### src/sv/rtc2unix_pkg.sv
`timescale 1ns / 1ps
`default_nettype none

package rtc2unix_pkg;

  // Pipeline depth from transfer in to result strobe
  localparam int unsigned Latency = 4;

  // Seconds from 1970-01-01 to 2000-01-01
  localparam logic [31:0] Epoch2000 = 32'd946684800;
  localparam logic [16:0] SecPerDay = 17'd86400;
  localparam logic [11:0] SecPerHour = 12'd3600;
  localparam logic [5:0]  SecPerMin = 6'd60;
  localparam logic [8:0]  DaysPerYear = 9'd365;

  // Raw register snapshot
  typedef struct packed {
    logic [7:0] sec_reg;
    logic [7:0] min_reg;
    logic [7:0] hour_reg;
    logic [7:0] date_reg;
    logic [7:0] month_reg;
    logic [7:0] weekday_reg;
    logic [7:0] year_reg;
  } rtc_in_t;

  // Converted result
  typedef struct packed {
    logic [31:0] unix_seconds;
    logic [6:0]  second_out;
    logic [6:0]  minute_out;
    logic [5:0]  hour_out;
    logic [5:0]  day_out;
    logic [4:0]  month_out;
    logic [2:0]  weekday_out;
    logic [7:0]  year_out;
    logic        clock_halted;
    logic        range_error;
  } rtc_out_t;

  // Decoded fields carried down the pipeline
  typedef struct packed {
    logic [6:0] second;
    logic [6:0] minute;
    logic [5:0] hour;
    logic [5:0] day;
    logic [4:0] month;
    logic [2:0] weekday;
    logic [7:0] year;
    logic       halted;
    logic       err;
  } dec_t;

  // Tens digit * 10 + units digit; nibbles above 9 are not checked
  function automatic logic [7:0] bcd2bin(input logic [7:0] v);
    logic [7:0] tens;
    logic [7:0] units;
    tens  = {4'd0, v[7:4]};
    units = {4'd0, v[3:0]};
    return 8'((tens << 3) + (tens << 1) + units);
  endfunction

  // Days in the year before the first of the given month (non-leap)
  function automatic logic [8:0] days_before(input logic [4:0] month);
    logic [8:0] d;
    unique case (month)
      5'd1:    d = 9'd0;
      5'd2:    d = 9'd31;
      5'd3:    d = 9'd59;
      5'd4:    d = 9'd90;
      5'd5:    d = 9'd120;
      5'd6:    d = 9'd151;
      5'd7:    d = 9'd181;
      5'd8:    d = 9'd212;
      5'd9:    d = 9'd243;
      5'd10:   d = 9'd273;
      5'd11:   d = 9'd304;
      5'd12:   d = 9'd334;
      default: d = 9'd0;
    endcase
    return d;
  endfunction

endpackage

`default_nettype wire

### src/sv/rtc2unix_decode.sv
`timescale 1ns / 1ps
`default_nettype none

module rtc2unix_decode import rtc2unix_pkg::*; (
  input  wire logic    clk_i,
  input  wire logic    rst_ni,
  input  wire logic    valid_i,
  input  wire rtc_in_t req_i,
  output logic         valid_o,
  output dec_t         dec_o
);

  logic       valid_q;
  dec_t       dec_d, dec_q;
  logic [7:0] hr12;
  logic [5:0] hr12_fix;

  always_comb begin
    hr12     = bcd2bin({3'd0, req_i.hour_reg[4:0]});
    // 12 AM is hour 0, 12 PM is hour 12
    hr12_fix = (hr12 == 8'd12) ? 6'd0 : 6'(hr12);

    dec_d.second  = 7'(bcd2bin({1'b0, req_i.sec_reg[6:0]}));
    dec_d.minute  = 7'(bcd2bin({1'b0, req_i.min_reg[6:0]}));
    dec_d.day     = 6'(bcd2bin({2'd0, req_i.date_reg[5:0]}));
    dec_d.month   = 5'(bcd2bin({3'd0, req_i.month_reg[4:0]}));
    dec_d.weekday = req_i.weekday_reg[2:0];
    dec_d.year    = bcd2bin(req_i.year_reg);
    dec_d.halted  = req_i.sec_reg[7];
    if (req_i.hour_reg[7]) begin
      dec_d.hour = hr12_fix + (req_i.hour_reg[5] ? 6'd12 : 6'd0);
    end else begin
      dec_d.hour = 6'(bcd2bin({2'd0, req_i.hour_reg[5:0]}));
    end
    dec_d.err = (dec_d.month == 5'd0) || (dec_d.month > 5'd12) ||
                (dec_d.day == 6'd0) || (dec_d.year > 8'd99);
  end

  always_ff @(posedge clk_i or negedge rst_ni) begin
    if (!rst_ni) begin
      valid_q <= 1'b0;
    end else begin
      valid_q <= valid_i;
    end
  end

  always_ff @(posedge clk_i) begin
    if (valid_i) begin
      dec_q <= dec_d;
    end
  end

  assign valid_o = valid_q;
  assign dec_o   = dec_q;

endmodule

`default_nettype wire

### src/sv/rtc2unix_days.sv
`timescale 1ns / 1ps
`default_nettype none

module rtc2unix_days import rtc2unix_pkg::*; (
  input  wire logic        clk_i,
  input  wire logic        rst_ni,
  input  wire logic        valid_i,
  input  wire dec_t        dec_i,
  output logic             valid_o,
  output dec_t             dec_o,
  output logic [15:0]      days_o,
  output logic [17:0]      tod_o
);

  logic        valid_q;
  dec_t        dec_q;
  logic [15:0] days_d, days_q;
  logic [17:0] tod_d, tod_q;
  logic [15:0] leap_days;
  logic        leap_adj;

  always_comb begin
    // every fourth year from 2000 is a leap year
    leap_days = 16'(({1'b0, dec_i.year} + 9'd3) >> 2);
    leap_adj  = (dec_i.year[1:0] == 2'd0) && (dec_i.month > 5'd2);
    days_d    = 16'(16'(dec_i.year) * 16'(DaysPerYear)) + leap_days
              + 16'(days_before(dec_i.month)) + 16'(leap_adj)
              + 16'(dec_i.day) - 16'd1;
    tod_d     = 18'(18'(dec_i.hour) * 18'(SecPerHour))
              + 18'(18'(dec_i.minute) * 18'(SecPerMin))
              + 18'(dec_i.second);
  end

  always_ff @(posedge clk_i or negedge rst_ni) begin
    if (!rst_ni) begin
      valid_q <= 1'b0;
    end else begin
      valid_q <= valid_i;
    end
  end

  always_ff @(posedge clk_i) begin
    if (valid_i) begin
      dec_q  <= dec_i;
      days_q <= days_d;
      tod_q  <= tod_d;
    end
  end

  assign valid_o = valid_q;
  assign dec_o   = dec_q;
  assign days_o  = days_q;
  assign tod_o   = tod_q;

endmodule

`default_nettype wire

### src/sv/rtc2unix_assemble.sv
`timescale 1ns / 1ps
`default_nettype none

module rtc2unix_assemble import rtc2unix_pkg::*; (
  input  wire logic        clk_i,
  input  wire logic        rst_ni,
  input  wire logic        valid_i,
  input  wire dec_t        dec_i,
  input  wire logic [15:0] days_i,
  input  wire logic [17:0] tod_i,
  output logic             done_o,
  output rtc_out_t         res_o
);

  // stage A: day scaling, offset folded into time of day
  logic        va_q;
  dec_t        dec_a_q;
  logic [31:0] day_secs_d, day_secs_q;
  logic [31:0] base_d, base_q;
  // stage B: final sum
  logic        vb_q;
  rtc_out_t    res_d, res_q;

  always_comb begin
    day_secs_d = 32'(32'(days_i) * 32'(SecPerDay));
    base_d     = 32'(tod_i) + Epoch2000;
  end

  always_comb begin
    res_d.unix_seconds = dec_a_q.err ? 32'd0 : day_secs_q + base_q;
    res_d.second_out   = dec_a_q.second;
    res_d.minute_out   = dec_a_q.minute;
    res_d.hour_out     = dec_a_q.hour;
    res_d.day_out      = dec_a_q.day;
    res_d.month_out    = dec_a_q.month;
    res_d.weekday_out  = dec_a_q.weekday;
    res_d.year_out     = dec_a_q.year;
    res_d.clock_halted = dec_a_q.halted;
    res_d.range_error  = dec_a_q.err;
  end

  always_ff @(posedge clk_i or negedge rst_ni) begin
    if (!rst_ni) begin
      va_q <= 1'b0;
      vb_q <= 1'b0;
    end else begin
      va_q <= valid_i;
      vb_q <= va_q;
    end
  end

  always_ff @(posedge clk_i) begin
    if (valid_i) begin
      dec_a_q    <= dec_i;
      day_secs_q <= day_secs_d;
      base_q     <= base_d;
    end
    if (va_q) begin
      res_q <= res_d;
    end
  end

  assign done_o = vb_q;
  assign res_o  = res_q;

endmodule

`default_nettype wire

### src/sv/rtc_bcd_registers_to_unix_time.sv
`timescale 1ns / 1ps
`default_nettype none

// BCD clock snapshot to Unix seconds. Present the seven raw clock-register
// bytes on req_i with start_i high for one cycle; busy_o never rises, so a
// new snapshot may be transferred on every clock cycle. Each snapshot gives
// exactly one result, on res_o with done_o high for a single cycle, after
// the decode, day count, day scaling and final sum registers, in order.
// The result is not held: the receiver must take it in that cycle.
// Fields are decoded as tens * 10 + units with no digit check. The hour is
// read in 12-hour form when bit 7 of the hour byte is set (12 AM gives 0,
// 12 PM gives 12). A month outside 1..12, a day of 0 or a year above 99
// sets range_error and forces unix_seconds to 0; decoded fields still show.
// Out-of-range hours, minutes, seconds and days simply add in, wrapping
// modulo 2^32.

module rtc_bcd_registers_to_unix_time import rtc2unix_pkg::*; (
  input  wire logic    clk_i,
  input  wire logic    rst_ni,
  input  wire logic    start_i,
  output logic         busy_o,
  input  wire rtc_in_t req_i,
  output logic         done_o,
  output rtc_out_t     res_o
);

  logic        accept;
  logic        v1, v2;
  dec_t        dec1, dec2;
  logic [15:0] days2;
  logic [17:0] tod2;

  // fully pipelined, nothing ever holds the input off
  assign busy_o = 1'b0;
  assign accept = start_i && !busy_o;

  // stage 1: mask and BCD decode, range check
  rtc2unix_decode u_decode (
    .clk_i   (clk_i),
    .rst_ni  (rst_ni),
    .valid_i (accept),
    .req_i   (req_i),
    .valid_o (v1),
    .dec_o   (dec1)
  );

  // stage 2: days since 2000-01-01 and seconds into the day
  rtc2unix_days u_days (
    .clk_i   (clk_i),
    .rst_ni  (rst_ni),
    .valid_i (v1),
    .dec_i   (dec1),
    .valid_o (v2),
    .dec_o   (dec2),
    .days_o  (days2),
    .tod_o   (tod2)
  );

  // stages 3 and 4: days * 86400, then the final sum and error forcing
  rtc2unix_assemble u_assemble (
    .clk_i   (clk_i),
    .rst_ni  (rst_ni),
    .valid_i (v2),
    .dec_i   (dec2),
    .days_i  (days2),
    .tod_i   (tod2),
    .done_o  (done_o),
    .res_o   (res_o)
  );

endmodule

`default_nettype wire

### config.mk
export PLATFORM = sky130hd
export DESIGN_NAME = rtc_bcd_registers_to_unix_time
export DESIGN_NICKNAME = d
export VERILOG_FILES = /design/src/sv/rtc2unix_pkg.sv /design/src/sv/rtc2unix_decode.sv /design/src/sv/rtc2unix_days.sv /design/src/sv/rtc2unix_assemble.sv /design/src/sv/rtc_bcd_registers_to_unix_time.sv
export SDC_FILE = /design/constraint.sdc
export NUM_CORES = 1
export LEC_CHECK = 0
export BUFFER_PORTS_ARGS = -buffer_cell sky130_fd_sc_hd__clkbuf_2
export CORE_MARGIN = 10
export CORE_UTILIZATION = 47
export CTS_CLUSTER_DIAMETER = 60
export DETAILED_ROUTE_END_ITERATION = 16
export MAX_ROUTING_LAYER = met4
export PLACE_DENSITY = 0.73
export SLEW_MARGIN = 15
export SYNTH_ARGS = -nofsm -noshare
export SYNTH_HDL_FRONTEND = slang
export SYNTH_SLANG_ARGS = --single-unit
### constraint.sdc
create_clock -name clk_i -period 6.7 [get_ports clk_i]
set_clock_uncertainty 0.15 [all_clocks]
set_input_delay 1.34 -clock clk_i [delete_from_list [all_inputs] [get_ports clk_i]]
set_output_delay 1.34 -clock clk_i [all_outputs]
set_load 0.01 [all_outputs]
==> impl_results.md <==
* Relative slew margins at 26.15%
* Initial core utilization at 47.56%
* Clock Sinks at 297
* Final worst-path cycle share at 86.01%
* Total Nets Final at 1,988
* Top delay family on crit path: adder cells
* FF+latch count, synth at 297
* Core Area at 38,650 um^2
* H-tree levels at 2
* FFs w/ async S/R, synth at 1.347%
* Setup violators final at 0
* Critical Path Start Type: flip-flop
* Filler cell count at 3,174
* Worst-Margin Slew at 1108 ps
* TritonCTS clock tree: done
* Largest net degree at the start of global routing at 78
* Remaining global-route overflow at 0
* Vias/cell at 4.913
* Register area share after synthesis at 47.92%
* Max Slew Vio Count at 0
* Die area at around 47,000 um^2
* Number of flops mapped to enable cells by yosys at approximately 280
* Worst Setup SP: u_decode.dec_o[3]
* Fin crit period at just under 6000 ps
* Path type of the worst min-delay path: reg2reg
* Crit path required time at roughly 6900 ps
* Max-cap violations at 0
* Syn avg cell area at 12.86 um^2
* First-pass GRT wire length at roughly 56,000 um
* Root buffer cell: clkbuf_16
* Port Buf Inserts at 123
* WL/cell at 15.57 um
* Post-Syn Area at 18,380 um^2
* HP Start: u_assemble.dec_a_q[12]
* RSZ-0062 raised after global routing: no
* Initial antenna violation count at 0
* Synth Flop Type: edfxtp_1
* Row cnt at 72
* Starting DRT DRC Count at 492
* Die Ht at 217.8 um
* Max Root-Sink Buffers at 3
* Slowest cell on crit path: fa_1
* Post-DP HPWL at 25,330 um
* Post-Synthesis Cells at 1,429
* Num CTS Buffers at 35
* Reg clk slew, reported paths at 60 ps
* Worst Setup End Kind: flip-flop
* # hold bufs at CTS at 0
* Crit-path max FO at 5
* Worst-Skew Late Latency at 550 ps
* TNS Setup at 0 ps
* Vias after detailed routing at 10,451
* DRC viols at 0
* Die W at roughly 220 um
* Leading cell type in the layout, fill and taps excluded: edfxtp_1
* CP Buf/Inv Count at 4
* I/O Pins at 137
* YS warnings at 0
* Commonest cells after routing, fill and taps aside: edfxtp_1 (284), inv_1 (251), ha_1 (242)
* P&R area growth vs syn at 12.99%
* Final WL at around 33,000 um
* Final ANT Viol Nets at 0
* Vias in the first global route at 11,238
* CP peak stage delay at 520 ps
* Post-CTS sizing at 0
* Crit path kind: reg2reg
* Global placer's final weighted congestion at 0.8689
* Total GRT Usage at 14.93%
* Reg-to-Reg Start: u_decode.dec_o[3]
* Status: finished clean
* Synth unique cells at 67
* Final Hold Viols at 0
* Worst EP arrival at 5970 ps
* Critical Path, Cell by Cell: inv_1 > ha_1 > nor3b_1 > nand2_1 > xnor2_1 > fa_1 > inv_1 > fa_1 > fa_1 > inv_1 > fa_1 > inv_1 > ha_1 > nor2b_1 > o21ai_1 > a21boi_1 > o211ai_1 > a21boi_0 > or2_2 > o311ai_1
* Pre-Repair DR Iteration Count at 5
* Fmax at 0.1735 GHz
* Share of cells above drive strength 1 at 12.51%
* Postcts setup bufs at 0
* Syn_nets at 1,836
-- registers in the layout (all words and copies together), names as in the netlist, named ones only --
name	flops
u_assemble.base_q	19
u_assemble.day_secs_q	25
u_assemble.dec_a_q	44
u_assemble.done_o	1
u_assemble.res_o	76
u_assemble.va_q	1
u_days.days_o	16
u_days.dec_o	42
u_days.tod_o	18
u_days.valid_o	1
u_decode.dec_o	44
u_decode.valid_o	1
-- layout make-up --
cell class | instances | area, um^2 | share of cell area (%)
Antenna cell | 2 | 5.005 | 0.02410
Clock buffer | 41 | 898.4 | 4.325
Clock inverter | 22 | 234.0 | 1.127
Inverter | 251 | 942.2 | 4.536
Multi-Input combinational cell | 870 | 8584 | 41.33
Sequential cell | 297 | 8820 | 42.46
Tap cell | 518 | 648.1 | 3.120
Timing Repair Buffer | 126 | 638.1 | 3.072
-- synthesized netlist by cell type, types with 4 or more instances --
master | instances | area (um^2)
edfxtp_1 | 284 | 8528
inv_1 | 251 | 942.2
ha_1 | 242 | 3028
fa_1 | 106 | 2122
xnor2_1 | 76 | 665.6
a21oi_1 | 67 | 335.3
nor2_1 | 55 | 206.5
nand2_1 | 36 | 135.1
o21ai_0 | 36 | 180.2
a21o_1 | 31 | 232.7
xor2_1 | 30 | 262.8
nor2b_1 | 26 | 162.7
o21a_1 | 15 | 112.6
nor3_1 | 13 | 65.06
nand2b_1 | 12 | 75.07
a211oi_1 | 9 | 67.56
clkbuf_1 | 9 | 33.78
dfxtp_1 | 9 | 180.2
o21bai_1 | 9 | 67.56
o21ai_1 | 8 | 40.04
a31oi_1 | 7 | 43.79
or3_1 | 7 | 43.79
nand3_1 | 6 | 30.03
o211ai_1 | 6 | 45.04
nand4_1 | 5 | 31.28
o31ai_1 | 5 | 37.54
a211o_1 | 4 | 35.03
and3_1 | 4 | 25.02
dfrtp_1 | 4 | 100.1
-- cells by family after synthesis --
family | synth area share (%)
flip-flops | 47.92
multiplexers | 0.5309
other | 0.02040
XOR/XNOR | 5.051
AO/OA/AOI/OAI | 8.066
buffers and inverters | 5.377
adder cells (fa/ha/maj) | 28.02
AND/OR/NAND/NOR | 5.017
-- worst paths after layout --
path | to | slack (ps) | depth (start not counted)
max in group asynchronous | u_days.valid_o | 5820 | 1
worst max register to register | u_days.days_o[14] | 940 | 20
worst min-delay path | u_assemble.res_o[12] | 270 | 0
min in group asynchronous | u_assemble.va_q | 440 | 1
worst max-delay path | u_days.days_o[14] | 940 | 20
worst min register to register | u_assemble.res_o[12] | 270 | 0
-- worst register-to-register path: stages (launching register included) --
cell and delay, ps:
edfxtp_1 480, inv_1 160, ha_1 230, nor3b_1 350, nand2_1 120, xnor2_1 150, fa_1 500, inv_1 50
fa_1 460, fa_1 490, inv_1 50, fa_1 520, inv_1 40, ha_1 320, nor2b_1 150, o21ai_1 150
a21boi_1 130, o211ai_1 270, a21boi_0 170, or2_2 320, o311ai_1 300
-- through the flow --
step                std cells  utilization (%)  hold WS, ps  area, um^2  setup slack, ps
floorplan                1429                -        250.3       18380             1470
global placement         2062            50.80        250.5       19630             1067
detailed placement       2062            50.80        254.5       19630            947.7
CTS                      2125            53.73        263.9       20760            917.5
global route             2125            53.73        271.7       20760            545.4
finish                   2127            53.74        265.3       20770            937.0
-- per-layer routing --
layer	vias to the layer above	GRT usage (%)	wire, um
li1	5262	-	-
met1	4992	18.41	15150
met2	151	24.61	15950
met3	46	3.259	1395
met4	0	3.680	625
met5	-	-	0
Power is left out: the tool's default activity adds up to more than one toggle a clock period on the data nets, which glitch-free logic cannot reach.
